$ cat config.mk
export PLATFORM = sky130hd
export DESIGN_NAME = gle_pack
export DESIGN_NICKNAME = d
export VERILOG_FILES = /design/src/gle_pkg.sv /design/src/gle_pack.sv
export SDC_FILE = /design/constraint.sdc
export NUM_CORES = 1
export LEC_CHECK = 0
export ABC_AREA = 0
export BUFFER_PORTS_ARGS = -buffer_cell sky130_fd_sc_hd__buf_2
export CORE_MARGIN = 5
export CORE_UTILIZATION = 55
export CTS_CLUSTER_DIAMETER = 50
export DETAILED_ROUTE_END_ITERATION = 8
export MAX_ROUTING_LAYER = met4
export PLACE_DENSITY = 0.77
export SETUP_SLACK_MARGIN = 0.15
export SYNTH_ARGS = -nofsm -noshare
export SYNTH_HDL_FRONTEND = slang
export SYNTH_SLANG_ARGS = --single-unit
export TNS_END_PERCENT = 10
$ cat constraint.sdc
create_clock -name clk -period 10.65 [get_ports clk]
set_input_delay 2.13 -clock clk [delete_from_list [all_inputs] [get_ports clk]]
set_output_delay 2.13 -clock clk [all_outputs]
set_load 0.02 [all_outputs]
$ cat src/gle_pkg.sv
package gle_pkg;

  localparam int PIX_BITS     = 8;
  localparam int CODE_BITS    = 12;
  localparam int KEY_BITS     = CODE_BITS + PIX_BITS;
  localparam int ENTRY_BITS   = KEY_BITS + CODE_BITS;
  localparam int NEXT_BITS    = CODE_BITS + 1;
  localparam int MAX_CODES    = 4096;
  localparam int WIDTH_BITS   = 4;
  localparam int SIZE_LO      = 2;
  localparam int SIZE_HI      = 8;
  localparam int SIZE_RESET   = 8;

  localparam int ACC_BITS     = 24;
  localparam int PEND_BITS    = 5;

  localparam int BLOCK_BYTES  = 255;
  localparam int FILL_BITS    = 8;

  localparam int HASH_BITS    = 13;
  localparam int HASH_ENTRIES = 1 << HASH_BITS;
  localparam int HASH_SHIFT   = 11;
  localparam int HASH_PROD_W  = HASH_SHIFT + HASH_BITS;
  localparam logic [31:0] HASH_MUL32 = 32'h9E3779B1;
  localparam logic [HASH_PROD_W-1:0] HASH_MUL = HASH_MUL32[HASH_PROD_W-1:0];

  localparam int VROW_BITS    = 5;
  localparam int VROW_W       = 1 << VROW_BITS;
  localparam int VADDR_BITS   = HASH_BITS - VROW_BITS;
  localparam int VROWS        = 1 << VADDR_BITS;

  localparam int WORD_BYTES   = 8;
  localparam int WORD_BITS    = WORD_BYTES * 8;
  localparam int COUNT_BITS   = 4;

  typedef enum logic [1:0] {
    FUNC_START = 2'd0,
    FUNC_PIXEL = 2'd1,
    FUNC_END   = 2'd2,
    FUNC_IGN   = 2'd3
  } func_t;

  typedef enum logic [1:0] {
    SEL_CUR   = 2'd0,
    SEL_CLEAR = 2'd1,
    SEL_STOP  = 2'd2
  } code_sel_t;

  typedef enum logic [1:0] {
    EMIT_LEN  = 2'd0,
    EMIT_DATA = 2'd1,
    EMIT_ZERO = 2'd2
  } emit_sel_t;

  typedef struct packed {
    func_t                func;
    logic [PIX_BITS-1:0]  pixel_index;
  } in_item_t;

  typedef struct packed {
    logic [WORD_BITS-1:0]  out_word;
    logic [COUNT_BITS-1:0] out_count;
    logic                  out_last;
  } out_item_t;

  typedef struct packed {
    logic      cap_in;
    logic      start_init;
    logic      clr_step;
    logic      put_load;
    logic      put_shift;
    logic      key_load;
    logic      hash_load;
    logic      probe_rd;
    logic      probe_next;
    logic      hit_take;
    logic      add;
    logic      full_reset;
    logic      open_pix;
    logic      tail_byte;
    logic      drain_start;
    logic      drain_rd;
    logic      drain_next;
    logic      drain_end;
    logic      term_done;
    logic      emit;
    code_sel_t sel;
    emit_sel_t emit_sel;
  } gle_cmd_t;

  typedef struct packed {
    logic open;
    logic pend_ge8;
    logic pend_nz;
    logic fill_last;
    logic fill_nz;
    logic clr_last;
    logic probe_valid;
    logic probe_hit;
    logic table_full;
    logic drain_last;
  } gle_stat_t;

endpackage

$ cat src/gle_pack.sv
module gle_pack import gle_pkg::*; (
  input  logic           clk,
  input  logic           rst_n,
  input  logic           byte_valid,
  input  logic [7:0]     byte_data,
  input  logic           flush,
  input  logic           out_ready,
  output logic           byte_rdy,
  output logic           flush_rdy,
  output logic           out_valid,
  output out_item_t      out_data
);

  logic [WORD_BITS-1:0]  word_r, word_nxt;
  logic [COUNT_BITS-1:0] cnt_r, cnt_nxt;
  logic                  ov_r, ov_nxt;
  out_item_t             out_r, out_nxt;
  logic                  out_free;

  assign out_free  = !ov_r || out_ready;
  assign byte_rdy  = (cnt_r != COUNT_BITS'(WORD_BYTES)) || out_free;
  assign flush_rdy = (cnt_r == '0) || out_free;
  assign out_valid = ov_r;
  assign out_data  = out_r;

  always_comb begin
    word_nxt = word_r;
    cnt_nxt  = cnt_r;
    ov_nxt   = ov_r && !out_ready;
    out_nxt  = out_r;
    if (byte_valid && byte_rdy) begin
      if (cnt_r == COUNT_BITS'(WORD_BYTES)) begin
        out_nxt  = '{out_word: word_r, out_count: cnt_r, out_last: 1'b0};
        ov_nxt   = 1'b1;
        word_nxt = WORD_BITS'(byte_data);
        cnt_nxt  = COUNT_BITS'(1);
      end else if (cnt_r == '0) begin
        word_nxt = WORD_BITS'(byte_data);
        cnt_nxt  = COUNT_BITS'(1);
      end else begin
        word_nxt[cnt_r[2:0]*8 +: 8] = byte_data;
        cnt_nxt = cnt_r + COUNT_BITS'(1);
      end
    end else if (flush && flush_rdy && (cnt_r != '0)) begin
      out_nxt = '{out_word: word_r, out_count: cnt_r, out_last: 1'b1};
      ov_nxt  = 1'b1;
      cnt_nxt = '0;
    end
  end

  always_ff @(posedge clk) begin
    word_r <= word_nxt;
    out_r  <= out_nxt;
    if (!rst_n) begin
      cnt_r <= '0;
      ov_r  <= 1'b0;
    end else begin
      cnt_r <= cnt_nxt;
      ov_r  <= ov_nxt;
    end
  end

endmodule

==> reports/qor.txt <==
CTS tree - yes
Crit-path most repeated cell - buf_2
Syn_nets - 407
TritonCTS buffer count - 17
Largest net degree at the start of global routing - 70
Total grt overflow - 0
Tmin final - 5320 ps
Synth Instances - 391
Yosys reg bits - 138
Unrepaired setup endpoints after global routing - no
Clk_lat worst skew - 520 ps
Layout cells sized above 1 - 0.278
Die W - 112 um
Die Area - 12,500 um2
Max-slew violations - 0
Total GRT Usage - 0.199
HPWL after DPL - 7050 um
CP Cell Sequence - buf_2, nor2b_1, o21ai_0, buf_2
Final hold violation count - 0
Setup ws final - 5330 ps
Syn avg cell area - 14.6 um2
DRC - 0
Worst rel slew slack - 0.149
I/O Buffers - 84
Vias - 3,590
Final WL - 11,600 um
Outcome - finished clean
Seq pwr share - 0.499
Vias in the first global route - 3,505
Antenna cells - 0
Sw Ratio - 0.258
Hold Buf Count CTS - 0
First-pass GRT wire length - 18,700 um
Routed vias/inst - 5.84
CP peak stage delay - 550 ps
First DRT Iteration DRCs - 473
GPL Wtd Cong - 0.804
Worst EP arrival - 3190 ps
Io pins - 85
WP buf/inv - 2
R2R Path End - word_r[16]
Peak supply drop - 0.104 mV
Hold slack - 418 ps
FFs w/ async S/R, synth - 0
Core outline area - 10,200 um2
Hold path startpoint - word_r[4]
Worst hold path type - register to register
Slew @ Worst Pin - 1270 ps
Layout area overhead - 17.2%
Clock network power share - 0.381
Number of cells on the worst reg-to-reg path - 6
Internal power - 1.00 mW
H-tree depth - 4
Number of synthesized flops with an enable pin - 133
Setup violations, final - 0
Synth Cell Area - 5690 um2
Register area share after synthesis - 0.719
Overall Power - 1.35 mW
FF-to-FF setup slack - 7500 ps
Fillers - 764
Pwr Density - 202 nW/um2
Post-Place Worst Slack - 5330 ps
Tcrit/Tclk final - 0.500
Crit path depth - 4
Final core utilization - 0.655
Die Y-Extent - 112 um
TritonRoute pass-1 iters - 5
Fmax - 0.188 GHz
Post-CTS Setup Bufs - 0
Critical Path Slowest Stage Cell - nor2b_1
CP Launch Point - out_ready
Comb pwr share - 0.120
Crit-path max FO - 10
Worst EP required - 8520 ps
Antenna viol nets, final - 0
CP endpoint - flush_rdy
FF-to-FF Start - cnt_r[0]
Critical path class - input port to output pin
Num Clock Sinks - 138
Maximum clock path buffer count - 2
Rows - 37
Net Sw Power - 0.349 mW
Synth unique cells - 44
Setup TNS - 0 ps
Clock tree root buffer cell - clkbuf_8
Number of max-cap violations - 0
Post-CTS Resized - 0
LEAKAGE - 2.35 nW
CTS clk-pin slew, worst paths - 60 ps
Wirelength per Cell - 18.9 um
Synthesis Warnings - 0
Post-synth top flop - edfxtp_1
Worst setup SP type - input port
Fin nets - 482
Initial Util - 0.559
CP delay by family, top - simple AND/OR/NAND/NOR gates
Clock Skew - 5.86 ps
Crit path capture type - output pin
Initial antenna violation count - 0
per-stage QoR:
| stage | area (um2) | cells |
|---|---|---|
| global placement | 6140 | 583 |
| detailed placement | 6140 | 583 |
| floorplan | 5690 | 391 |
| finish | 6670 | 615 |
| CTS | 6670 | 615 |
| global route | 6670 | 615 |
power groups by stage:
| stage | clock network (mW) | registers, mW | logic (mW) |
|---|---|---|---|
| 2_1_floorplan | 0 | 0.712 | 0.0871 |
| 3_3_place_gp | 0 | 0.684 | 0.156 |
| 3_5_place_dp | 0 | 0.685 | 0.161 |
| 4_1_cts | 0.522 | 0.675 | 0.163 |
| 5_1_grt | 0.551 | 0.679 | 0.174 |
| 6_report | 0.515 | 0.674 | 0.161 |
per-layer routing:
metal	vias up	track usage	wire length [um]
met5	-	-	0
met4	0	0.0835	278
met3	27	0.0609	779
met2	151	0.303	5840
met1	1765	0.248	4740
li1	1647	-	-
cell usage after synthesis, types with 2 or more instances:
cell type  count  area share
buf_6          3      0.0059
buf_4          3      0.0040
nand2_1       35       0.023
a21oi_1       41       0.036
ha_1           3      0.0066
mux2i_1       17       0.030
dfxtp_1        5       0.018
and4bb_1       2      0.0044
nor2_2         2      0.0022
inv_1          6      0.0040
o311ai_0       2      0.0031
nand3_1        2      0.0018
edfxtp_1     133        0.70
nand4_1       25       0.027
o31ai_1       14       0.018
nor2b_1       20       0.022
buf_1          3      0.0020
clkbuf_2       2      0.0018
nor2_1        19       0.013
clkbuf_1       7      0.0046
or2_1          2      0.0022
nand2b_1       3      0.0033
buf_2         12       0.011
o31ai_2       10       0.022
cell families (layout without fill, tap and decap cells):
family | Yosys count | after routing | synth area share
AOI/OAI and AO/OA | 78 | 78 | 0.0976
adders and majority gates | 3 | 3 | 0.00660
buffers and inverters | 37 | 125 | 0.0334
DFF | 138 | 138 | 0.719
muxes | 17 | 17 | 0.0299
and+or+nand+nor | 118 | 118 | 0.113
final cells by class:
class / count / area (um2) / share of cell area
Tap cell: 136 / 170 / 0.0255
Clock buffer: 18 / 418 / 0.0627
Inverter: 7 / 26.3 / 0.00394
Sequential cell: 138 / 4090 / 0.614
Timing Repair Buffer: 86 / 435 / 0.0653
Multi-Input combinational cell: 216 / 1420 / 0.213
Clock inverter: 14 / 108 / 0.0161
cells in the final DEF (no fill, tap or decap), drive strengths merged, types with 2 or more instances in the layout:
master and n:
dfxtp 5, nor2 21, inv 7, edfxtp 133, and4bb 2, o31ai 24, mux2i 17, clkinvlp 5
a21oi 41, buf 86, ha 3, clkinv 8, nand2 35, o311ai 2, nand2b 3, nor2b 21
clkbuf 18, or2 2, nand3 2, nand4 25
flip-flops by register name (all words and copies together) (netlist names):
name	count
cnt_r	4
out_data	69
out_valid	1
word_r	64
worst register-to-register path, cell delays in order, from the launching register on:
cell and delay [ps]:
dfxtp_1 600, inv_1 150, ha_1 290, nor2b_4 150
buf_4 310, a31o_2 370, inv_2 860
how the worst min path moves through the flow:
stage,to,slack [ps],cells past startpoint
finish,out_data[9],420,0
global route,out_data[9],430,0
CTS,out_data[11],420,0
detailed placement,out_data[8],400,0
global placement,out_data[9],410,0
floorplan,out_data[10],400,0
No activity file was read; power rests on OpenSTA's default activity.
