$ cat src/gle_pkg.sv
package gle_pkg;

  localparam int PIX_BITS     = 8;
  localparam int CODE_BITS    = 12;
  localparam int KEY_BITS     = CODE_BITS + PIX_BITS;
  localparam int ENTRY_BITS   = KEY_BITS + CODE_BITS;
  localparam int NEXT_BITS    = CODE_BITS + 1;
  localparam int MAX_CODES    = 4096;
  localparam int WIDTH_BITS   = 4;
  localparam int SIZE_LO      = 2;
  localparam int SIZE_HI      = 8;
  localparam int SIZE_RESET   = 8;

  localparam int ACC_BITS     = 24;
  localparam int PEND_BITS    = 5;

  localparam int BLOCK_BYTES  = 255;
  localparam int FILL_BITS    = 8;

  localparam int HASH_BITS    = 13;
  localparam int HASH_ENTRIES = 1 << HASH_BITS;
  localparam int HASH_SHIFT   = 11;
  localparam int HASH_PROD_W  = HASH_SHIFT + HASH_BITS;
  localparam logic [31:0] HASH_MUL32 = 32'h9E3779B1;
  localparam logic [HASH_PROD_W-1:0] HASH_MUL = HASH_MUL32[HASH_PROD_W-1:0];

  localparam int VROW_BITS    = 5;
  localparam int VROW_W       = 1 << VROW_BITS;
  localparam int VADDR_BITS   = HASH_BITS - VROW_BITS;
  localparam int VROWS        = 1 << VADDR_BITS;

  localparam int WORD_BYTES   = 8;
  localparam int WORD_BITS    = WORD_BYTES * 8;
  localparam int COUNT_BITS   = 4;

  typedef enum logic [1:0] {
    FUNC_START = 2'd0,
    FUNC_PIXEL = 2'd1,
    FUNC_END   = 2'd2,
    FUNC_IGN   = 2'd3
  } func_t;

  typedef enum logic [1:0] {
    SEL_CUR   = 2'd0,
    SEL_CLEAR = 2'd1,
    SEL_STOP  = 2'd2
  } code_sel_t;

  typedef enum logic [1:0] {
    EMIT_LEN  = 2'd0,
    EMIT_DATA = 2'd1,
    EMIT_ZERO = 2'd2
  } emit_sel_t;

  typedef struct packed {
    func_t                func;
    logic [PIX_BITS-1:0]  pixel_index;
  } in_item_t;

  typedef struct packed {
    logic [WORD_BITS-1:0]  out_word;
    logic [COUNT_BITS-1:0] out_count;
    logic                  out_last;
  } out_item_t;

  typedef struct packed {
    logic      cap_in;
    logic      start_init;
    logic      clr_step;
    logic      put_load;
    logic      put_shift;
    logic      key_load;
    logic      hash_load;
    logic      probe_rd;
    logic      probe_next;
    logic      hit_take;
    logic      add;
    logic      full_reset;
    logic      open_pix;
    logic      tail_byte;
    logic      drain_start;
    logic      drain_rd;
    logic      drain_next;
    logic      drain_end;
    logic      term_done;
    logic      emit;
    code_sel_t sel;
    emit_sel_t emit_sel;
  } gle_cmd_t;

  typedef struct packed {
    logic open;
    logic pend_ge8;
    logic pend_nz;
    logic fill_last;
    logic fill_nz;
    logic clr_last;
    logic probe_valid;
    logic probe_hit;
    logic table_full;
    logic drain_last;
  } gle_stat_t;

endpackage

$ cat src/gle_ctrl.sv
module gle_ctrl import gle_pkg::*; (
  input  logic      clk,
  input  logic      rst_n,
  input  logic      in_valid,
  input  func_t     in_func,
  input  gle_stat_t st,
  input  logic      byte_rdy,
  input  logic      flush_rdy,
  output logic      in_ready,
  output gle_cmd_t  cmd,
  output logic      flush
);

  typedef enum logic [4:0] {
    S_CLR, S_IDLE, S_PIX0, S_HASH, S_PRD, S_PCK, S_ADD, S_FULL,
    S_PUTL, S_PUTB, S_DLEN, S_DRD, S_DEM,
    S_END0, S_END1, S_END2, S_END3, S_TERM, S_DONE
  } state_t;

  state_t    state_r, state_nxt, ret_r, ret_nxt;
  code_sel_t sel_r, sel_nxt;
  logic      dret_end_r, dret_end_nxt;
  func_t     func_r, func_nxt;

  always_comb begin
    state_nxt    = state_r;
    ret_nxt      = ret_r;
    sel_nxt      = sel_r;
    dret_end_nxt = dret_end_r;
    func_nxt     = func_r;
    cmd          = '0;
    cmd.sel      = sel_r;
    in_ready     = 1'b0;
    flush        = 1'b0;
    case (state_r)
      S_CLR: begin
        cmd.clr_step = 1'b1;
        if (st.clr_last) begin
          case (func_r)
            FUNC_START: begin
              sel_nxt   = SEL_CLEAR;
              ret_nxt   = S_DONE;
              state_nxt = S_PUTL;
            end
            FUNC_PIXEL: state_nxt = S_DONE;
            default:    state_nxt = S_IDLE;
          endcase
        end
      end
      S_IDLE: begin
        in_ready = 1'b1;
        if (in_valid) begin
          cmd.cap_in = 1'b1;
          func_nxt   = in_func;
          case (in_func)
            FUNC_START: begin
              cmd.start_init = 1'b1;
              state_nxt      = S_CLR;
            end
            FUNC_PIXEL: state_nxt = S_PIX0;
            FUNC_END:   state_nxt = S_END0;
            default:    state_nxt = S_DONE;
          endcase
        end
      end
      S_PIX0: begin
        if (!st.open) begin
          cmd.open_pix = 1'b1;
          state_nxt    = S_DONE;
        end else begin
          cmd.key_load = 1'b1;
          state_nxt    = S_HASH;
        end
      end
      S_HASH: begin
        cmd.hash_load = 1'b1;
        state_nxt     = S_PRD;
      end
      S_PRD: begin
        cmd.probe_rd = 1'b1;
        state_nxt    = S_PCK;
      end
      S_PCK: begin
        if (!st.probe_valid) begin
          sel_nxt   = SEL_CUR;
          ret_nxt   = S_ADD;
          state_nxt = S_PUTL;
        end else if (st.probe_hit) begin
          cmd.hit_take = 1'b1;
          state_nxt    = S_DONE;
        end else begin
          cmd.probe_next = 1'b1;
          state_nxt      = S_PRD;
        end
      end
      S_ADD: begin
        if (st.table_full) begin
          sel_nxt   = SEL_CLEAR;
          ret_nxt   = S_FULL;
          state_nxt = S_PUTL;
        end else begin
          cmd.add   = 1'b1;
          state_nxt = S_DONE;
        end
      end
      S_FULL: begin
        cmd.full_reset = 1'b1;
        state_nxt      = S_CLR;
      end
      S_PUTL: begin
        cmd.put_load = 1'b1;
        state_nxt    = S_PUTB;
      end
      S_PUTB: begin
        if (st.pend_ge8) begin
          cmd.put_shift = 1'b1;
          if (st.fill_last) begin
            dret_end_nxt = 1'b0;
            state_nxt    = S_DLEN;
          end
        end else begin
          state_nxt = ret_r;
        end
      end
      S_DLEN: begin
        cmd.emit     = 1'b1;
        cmd.emit_sel = EMIT_LEN;
        if (byte_rdy) begin
          cmd.drain_start = 1'b1;
          state_nxt       = S_DRD;
        end
      end
      S_DRD: begin
        cmd.drain_rd = 1'b1;
        state_nxt    = S_DEM;
      end
      S_DEM: begin
        cmd.emit     = 1'b1;
        cmd.emit_sel = EMIT_DATA;
        if (byte_rdy) begin
          if (st.drain_last) begin
            cmd.drain_end = 1'b1;
            state_nxt     = dret_end_r ? S_TERM : S_PUTB;
          end else begin
            cmd.drain_next = 1'b1;
            state_nxt      = S_DRD;
          end
        end
      end
      S_END0: begin
        if (st.open) begin
          sel_nxt   = SEL_CUR;
          ret_nxt   = S_END1;
          state_nxt = S_PUTL;
        end else begin
          state_nxt = S_END1;
        end
      end
      S_END1: begin
        sel_nxt   = SEL_STOP;
        ret_nxt   = S_END2;
        state_nxt = S_PUTL;
      end
      S_END2: begin
        cmd.tail_byte = st.pend_nz;
        state_nxt     = S_END3;
      end
      S_END3: begin
        if (st.fill_nz) begin
          dret_end_nxt = 1'b1;
          state_nxt    = S_DLEN;
        end else begin
          state_nxt = S_TERM;
        end
      end
      S_TERM: begin
        cmd.emit     = 1'b1;
        cmd.emit_sel = EMIT_ZERO;
        if (byte_rdy) begin
          cmd.term_done = 1'b1;
          state_nxt     = S_DONE;
        end
      end
      S_DONE: begin
        flush = 1'b1;
        if (flush_rdy) state_nxt = S_IDLE;
      end
      default: state_nxt = S_IDLE;
    endcase
  end

  always_ff @(posedge clk) begin
    if (!rst_n) begin
      state_r    <= S_CLR;
      ret_r      <= S_DONE;
      sel_r      <= SEL_CUR;
      dret_end_r <= 1'b0;
      func_r     <= FUNC_IGN;
    end else begin
      state_r    <= state_nxt;
      ret_r      <= ret_nxt;
      sel_r      <= sel_nxt;
      dret_end_r <= dret_end_nxt;
      func_r     <= func_nxt;
    end
  end

endmodule

$ cat config.mk
export PLATFORM = sky130hd
export DESIGN_NAME = gle_ctrl
export DESIGN_NICKNAME = d
export VERILOG_FILES = /design/src/gle_pkg.sv /design/src/gle_ctrl.sv
export SDC_FILE = /design/constraint.sdc
export NUM_CORES = 1
export LEC_CHECK = 0
export BUFFER_PORTS_ARGS = -buffer_cell sky130_fd_sc_hd__buf_2
export CORE_MARGIN = 2
export CORE_UTILIZATION = 40
export CTS_CLUSTER_SIZE = 16
export DETAILED_ROUTE_END_ITERATION = 6
export GPL_ROUTABILITY_DRIVEN = 0
export PLACE_DENSITY = 0.65
export SLEW_MARGIN = 25
export SYNTH_ARGS = -nofsm -noshare
export SYNTH_HDL_FRONTEND = slang
export SYNTH_SLANG_ARGS = --single-unit
$ cat constraint.sdc
create_clock -name clk -period 5.8 [get_ports clk]
set_input_delay 0.58 -clock clk [delete_from_list [all_inputs] [get_ports clk]]
set_output_delay 0.58 -clock clk [all_outputs]
set_load 0.05 [all_outputs]
==> results of run 1 <==
-- routing by layer --
metal | GRT usage | share of wire | wire length (µm)
met1 | 0.333 | 0.48 | 2070
met2 | 0.354 | 0.44 | 1880
met3 | 0.0290 | 0.070 | 300
met4 | 0.0760 | 0.014 | 61
met5 | 0 | 0 | 0
-- worst min-delay path, cell delays in order, from the launching register on --
cell and delay (ps):
dfxtp_1 320, nand3_1 60, o31ai_1 60
-- state kept, by name (all words and copies together), names as in the netlist --
name / cells
func_r: 2
dret_end_r: 1
sel_r: 2
state_r: 5
ret_r: 4
-- power by group through the flow --
| stage | clock, W | combinational [W] | sequential [W] |
|---|---|---|---|
| detailed placement | 0 | 0.000422 | 0.000195 |
| floorplan | 0 | 0.000400 | 0.000130 |
| global placement | 0 | 0.000420 | 0.000194 |
| CTS | 0.0000593 | 0.000424 | 0.000193 |
| global route | 0.0000632 | 0.000461 | 0.000204 |
| finish | 0.0000580 | 0.000427 | 0.000196 |
-- placed cells by master, fill, tap and decap left out, types with 3 or more instances in the layout --
master / netlist / routed
a21o_1: 3 / 3
a21oi_1: 10 / 10
and3_1: 3 / 3
buf_2: 0 / 42
clkbuf_4: 0 / 3
dfxtp_1: 14 / 14
inv_1: 5 / 5
mux2i_1: 4 / 4
nand2_1: 17 / 17
nand2b_1: 9 / 9
nand3_1: 6 / 6
nor2_1: 20 / 20
nor2b_1: 9 / 9
nor3_1: 11 / 11
o211a_1: 3 / 3
o21ai_0: 10 / 10
o22ai_1: 5 / 5
-- metrics by stage --
step                       util  total power, W  cells  setup WS [ps]
final                     0.474        0.000681    266           2780
after detailed placement  0.467        0.000617    263           3060
after global placement    0.467        0.000614    263           3110
after global routing      0.474        0.000728    266           2560
after CTS                 0.474        0.000676    266           2830
after floorplan               -        0.000529    190           1830
-- cell type report --
class | count | area, µm²
Sequential cell | 14 | 280
Multi-Input combinational cell | 156 | 967
Tap cell | 46 | 57.6
Fill cell | 343 | 1730
Clock buffer | 3 | 22.5
Inverter | 5 | 18.8
Timing Repair Buffer | 42 | 210
-- cells by family after synthesis --
logic type,count (synthesis),share of synthesized area
AO/OA/AOI/OAI,55,0.287
flip-flops,14,0.208
multiplexers,4,0.0298
AND/OR/NAND/NOR,97,0.402
buffers and inverters,20,0.0726
-- worst paths after layout --
check                           slack, ps         end
worst max-delay path                 2780     cmd[22]
worst min-delay path                  480    ret_r[2]
worst max register to register       3010  state_r[4]
worst min register to register        480    ret_r[2]
==> qor.yml, run 1 <==
global_route:
  antenna_found_initial: 0
  grt_pass1_wl_um: 6440
  grt_pass1_vias: 1283
  grt_use_total: 0.231
  grt-ovfl-total: 0
  grt_max_degree: 34
pwr:
  seq_power_share: 0.288
  netSwitchingFraction: 0.580
  switching_power_w: 0.000395
  p_per_area_mw_per_mm2: 438
  p_int_w: 0.000286
  combPwrFrac: 0.627
  max-vdd-ir-drop_mv: 0.145
  clkPwrFrac: 0.085
  leakage_nw: 0.705
sta:
  hold_violations: 0
  rsz0062_at_grt: "false"
  finalCriticalPeriod_ps: 3020
  tightest_slew_ps: 1020
  skew_ps: 4.70
  finalCritPeriodShare: 0.522
  timing.hold.ws_ps: 479
  maxSlewHeadroom: 0.318
  drv_slew: 0
  setup_violations: 0
  fmaxAchievable_ghz: 0.331
  tns_ps: 0
place:
  placed_area_mm2: 0.00153
  portBuffers: 42
  dp_hpwl_um: 3100
floorplanning:
  io_pins: 43
  core_area_mm2: 0.00328
  fp.dieH_um: 62.0
  die_x_um: 62.0
  initial_utilization: 0.410
  dieArea_mm2: 0.00384
  fp-row-count: 21
yosys:
  synth_area_leaders: "dfxtp_1 (21%), nor2_1 (5.6%), nand2_1 (4.7%)"
  syn_inst: 190
  synth_common_cells: "nor2_1 (20), nand2_1 (17), dfxtp_1 (14), clkbuf_1 (11), nor3_1 (11)"
  ys_ff_latch: 14
  async_flop_share: 0
  syn_nets: 207
  yosys.area.top_type: "dfxtp_1"
  synth_cell_types: 55
  synth_seq_area_share: 0.208
  synth.avg_cell_area_um2: 7.08
  synth-main-ff-cell: "dfxtp_1"
  synth_area_mm2: 0.00135
  ys.warnings.count: 0
  synth-edff-count: 0
  synth_top_area_frac: 0.208
  yosysMostFrequentCell: "nor2_1"
flow_run:
  timing.max_cap.violations: 0
layout:
  drive_above_1_share: 0.227
  nets: 239
  syn2layout_area_growth_pct: 15.7
  n_antenna_cell: 0
  postLayoutCellArea_mm2: 0.00156
critical_path:
  max_stage_delay_ps: 650
  crit_fanout: 33
  crit_top_cell: "nor3_1"
  critical-path-slowest-cell: "dfxtp_1"
  critPathLaunchType: "register"
  crit_required_ps: 5220
  cp_num_buf_inv: 1
  reg2regPathDepth: 5
  worst-path-stages: 5
  arrival_ps: 2440
  rr_startpoint: "state_r[3]"
  critPathLaunch: "state_r[3]"
  cp_cell_sequence: "or2_1 > nor3_1 > nand2_1 > nor3_1 > buf_2"
  worstSetupPathType: "register to primary output"
  end_kind: "primary output"
  crit_family: "simple AND/OR/NAND/NOR gates"
clocking:
  cts_tree: "done"
  clkSinkCount: 14
  worstSkewPairLatency_ps: 290
  ctsResizeCount: 0
  hold_buffers: 0
  cts_root_buffer: "clkbuf_4"
  numCtsBuffers: 3
  max-clock-path-buffers: 2
  htree_levels: 1
  cts_setup_buffers: 0
  cts.reportedPaths.clkPinSlew_ps: 90
detailed_routing:
  avgViaCountPerCell: 5.89
  drtAntennaViolNets: 0
  wl_um: 4310
  vias: 1567
  wl_per_cell_um: 16.2
  drtIter0Drc: 134
  firstDrtPassIters: 4
  drcViolationCount: 0
min_path:
  hold_depth: 2
  hold_class: "register to register"
  hold_start: "ret_r[2]"
run_status:
  outcome: "finished, final reports clean"
No activity file was read; power rests on OpenSTA's default activity.
==> inputs of run 2 (changes only) <==
--- a/config.mk
+++ b/config.mk
@@ -11,7 +11,7 @@
 export CTS_CLUSTER_SIZE = 16
 export DETAILED_ROUTE_END_ITERATION = 6
 export GPL_ROUTABILITY_DRIVEN = 0
-export PLACE_DENSITY = 0.65
+export PLACE_DENSITY = 0.68
 export SLEW_MARGIN = 25
 export SYNTH_ARGS = -nofsm -noshare
 export SYNTH_HDL_FRONTEND = slang
==> constraint.sdc (replaced) <==
create_clock -name clk -period 2.5 [get_ports clk]
set_input_delay 0.25 -clock clk [delete_from_list [all_inputs] [get_ports clk]]
set_output_delay 0.25 -clock clk [all_outputs]
set_load 0.05 [all_outputs]
==> run 2 against run 1 <==
Net effect: sequential share of layout area shrank 1.3 points; wire length increased by 2.6%; design area rose by 7.5%; flip-flop and latch count unchanged; worst setup slack got worse by 2600 ps; die area unchanged; clock skew decreased by 2.7 ps; total power increased to 2.6 times the previous value; critical path depth rose by 1.
==> qor.yml, run 2 (synthesis gave the netlist of run 1 again) <==
run_status:
  outcome: "finished, final reports clean"
layout:
  nets: 249  # +4.2%
  n_antenna_cell: 0  # unchanged
  final_common_cell: "buf_2"
  reg_top3: "state_r x5, ret_r x4"
  final_cell_mix: "buf_2 (42), nor2_1 (18), nand2_1 (17)"
  finalNonFillerCells: 277  # +4.1%
  syn2layout_area_growth_pct: 24.4
  drive_above_1_share: 0.286  # +0.0584
  largest_register: "state_r"
  postLayoutCellArea_mm2: 0.00167  # +7.5%
  largest_register_ffs: 5  # unchanged
critical_path:
  timing.reg2reg.setup_slack_ps: 450  # -2560 ps
  reg2regPathDepth: 5  # unchanged
  crit_required_ps: 2250  # -2970 ps
  end_kind: "primary output"
  r2r_end: "ret_r[4]"
  crit_fanout: 25  # -24%
  rr_startpoint: "state_r[0]"
  arrival_ps: 2080  # -360 ps
  worstSetupPathType: "register to primary output"
  critPathLaunchType: "register"
floorplanning:
  die_x_um: 62.0  # unchanged
  io_pins: 43  # unchanged
  fp.dieH_um: 62.0  # unchanged
  fp-row-count: 21  # unchanged
  dieArea_mm2: 0.00384  # unchanged
  core_area_mm2: 0.00328  # unchanged
  initial_utilization: 0.410  # unchanged
sta:
  fmaxAchievable_ghz: 0.429
  setup_violations: 0  # unchanged
  finalCriticalPeriod_ps: 2330
  tightest_slew_ps: 455  # -567 ps
  skew_ps: 1.96  # -2.74 ps
  timing.hold.ws_ps: 260  # -220 ps
  hold_violations: 0  # unchanged
  finalCritPeriodShare: 0.933
  drv_slew: 0  # unchanged
  maxSlewHeadroom: 0.689  # +0.371
  tns_ps: 0  # unchanged
  rsz0062_at_grt: "false"
place:
  placed_area_mm2: 0.00164  # +6.7%
  portBuffers: 42  # unchanged
  dp_hpwl_um: 3300  # +6.5%
  dp_cells: 273  # +3.8%
min_path:
  hold_path_end: "func_r[1]"
  hold_start: "rst_n"
  hold_class: "input port to register"
  hold_depth: 2  # unchanged
clocking:
  clkSinkCount: 14  # unchanged
  htree_levels: 1  # unchanged
  worstSkewPairLatency_ps: 280  # about the same
  cts.reportedPaths.clkPinSlew_ps: 90  # about the same
  numCtsBuffers: 3  # unchanged
  cts_setup_buffers: 0  # unchanged
  cts_root_buffer: "clkbuf_4"
  hold_buffers: 0  # unchanged
  cts_tree: "done"
  ctsResizeCount: 0  # unchanged
  max-clock-path-buffers: 2  # unchanged
detailed_routing:
  wl_um: 4420  # +2.6%
  drcViolationCount: 0  # unchanged
  drtAntennaViolNets: 0  # unchanged
  drtIter0Drc: 166  # +24%
  wl_per_cell_um: 16.0  # -1.5%
  vias: 1634  # +4.3%
  firstDrtPassIters: 4  # unchanged
  avgViaCountPerCell: 5.90  # +0.13%
global_route:
  grt_pass1_wl_um: 6880  # +6.8%
  grt_max_degree: 33  # -2.9%
  grt_pass1_vias: 1420  # +11%
  grt_use_total: 0.242  # +0.0113
  antenna_found_initial: 0  # unchanged
  grt-ovfl-total: 0  # unchanged
pwr:
  leakage_nw: 0.766  # +8.6%
  netSwitchingFraction: 0.548  # -0.0318
  p_int_w: 0.000787  # +180%
  seq_power_share: 0.161  # -0.127
  switching_power_w: 0.000956  # +140%
  max-vdd-ir-drop_mv: 0.501  # +250%
  clkPwrFrac: 0.096  # +0.011
  p_per_area_mw_per_mm2: 1040  # +140%
  combPwrFrac: 0.743  # +0.116
  power.total_w: 0.00174  # +160%
flow_run:
  timing.max_cap.violations: 0  # unchanged
==> run 2: critical path: stages, from the launching register on <==
cell and delay [ps]:
dfxtp_1 330, buf_4 250, nor3b_2 440, buf_4 210, nand3_1 70, nor2_1 190, buf_2 300
==> run 2: cell type report <==
| class | count | area (µm²) |
|---|---|---|
| flip-flops and latches | 14 | 280 |
| multi-input cells | 156 | 995 |
| clock buffers | 4 | 36.3 |
| well taps | 46 | 57.6 |
| repair buffers | 52 | 285 |
| fillers | 344 | 1610 |
| inverters | 5 | 18.8 |
==> run 2: through the flow <==
step           setup slack [ps]   util
6_report                    167  0.509
5_1_grt                    47.6  0.509
4_1_cts                     230  0.509
3_5_place_dp                474  0.498
3_3_place_gp                482  0.498
2_1_floorplan              15.2      -
==> run 2: worst max path at each step <==
stage / slack (ps) / from / endpoint
global placement: 480 / state_r[0] / ret_r[4]
floorplan: 20 / state_r[3] / cmd[5]
detailed placement: 470 / state_r[0] / ret_r[4]
CTS: 230 / state_r[0] / cmd[15]
finish: 170 / state_r[0] / cmd[15]
global route: 50 / state_r[0] / cmd[15]
==> run 2: power groups by stage <==
stage | registers, W | logic [W] | clock network [W]
2_1_floorplan | 0.000301 | 0.000953 | 0
3_3_place_gp | 0.000286 | 0.00127 | 0
3_5_place_dp | 0.000287 | 0.00127 | 0
4_1_cts | 0.000281 | 0.00127 | 0.000167
5_1_grt | 0.000286 | 0.00140 | 0.000184
6_report | 0.000282 | 0.00130 | 0.000167
==> run 2: layer usage <==
metal,share of wire,GRT usage
met1,0.44,0.358
met2,0.45,0.362
met3,0.092,0.0248
met4,0.019,0.0881
met5,0,0
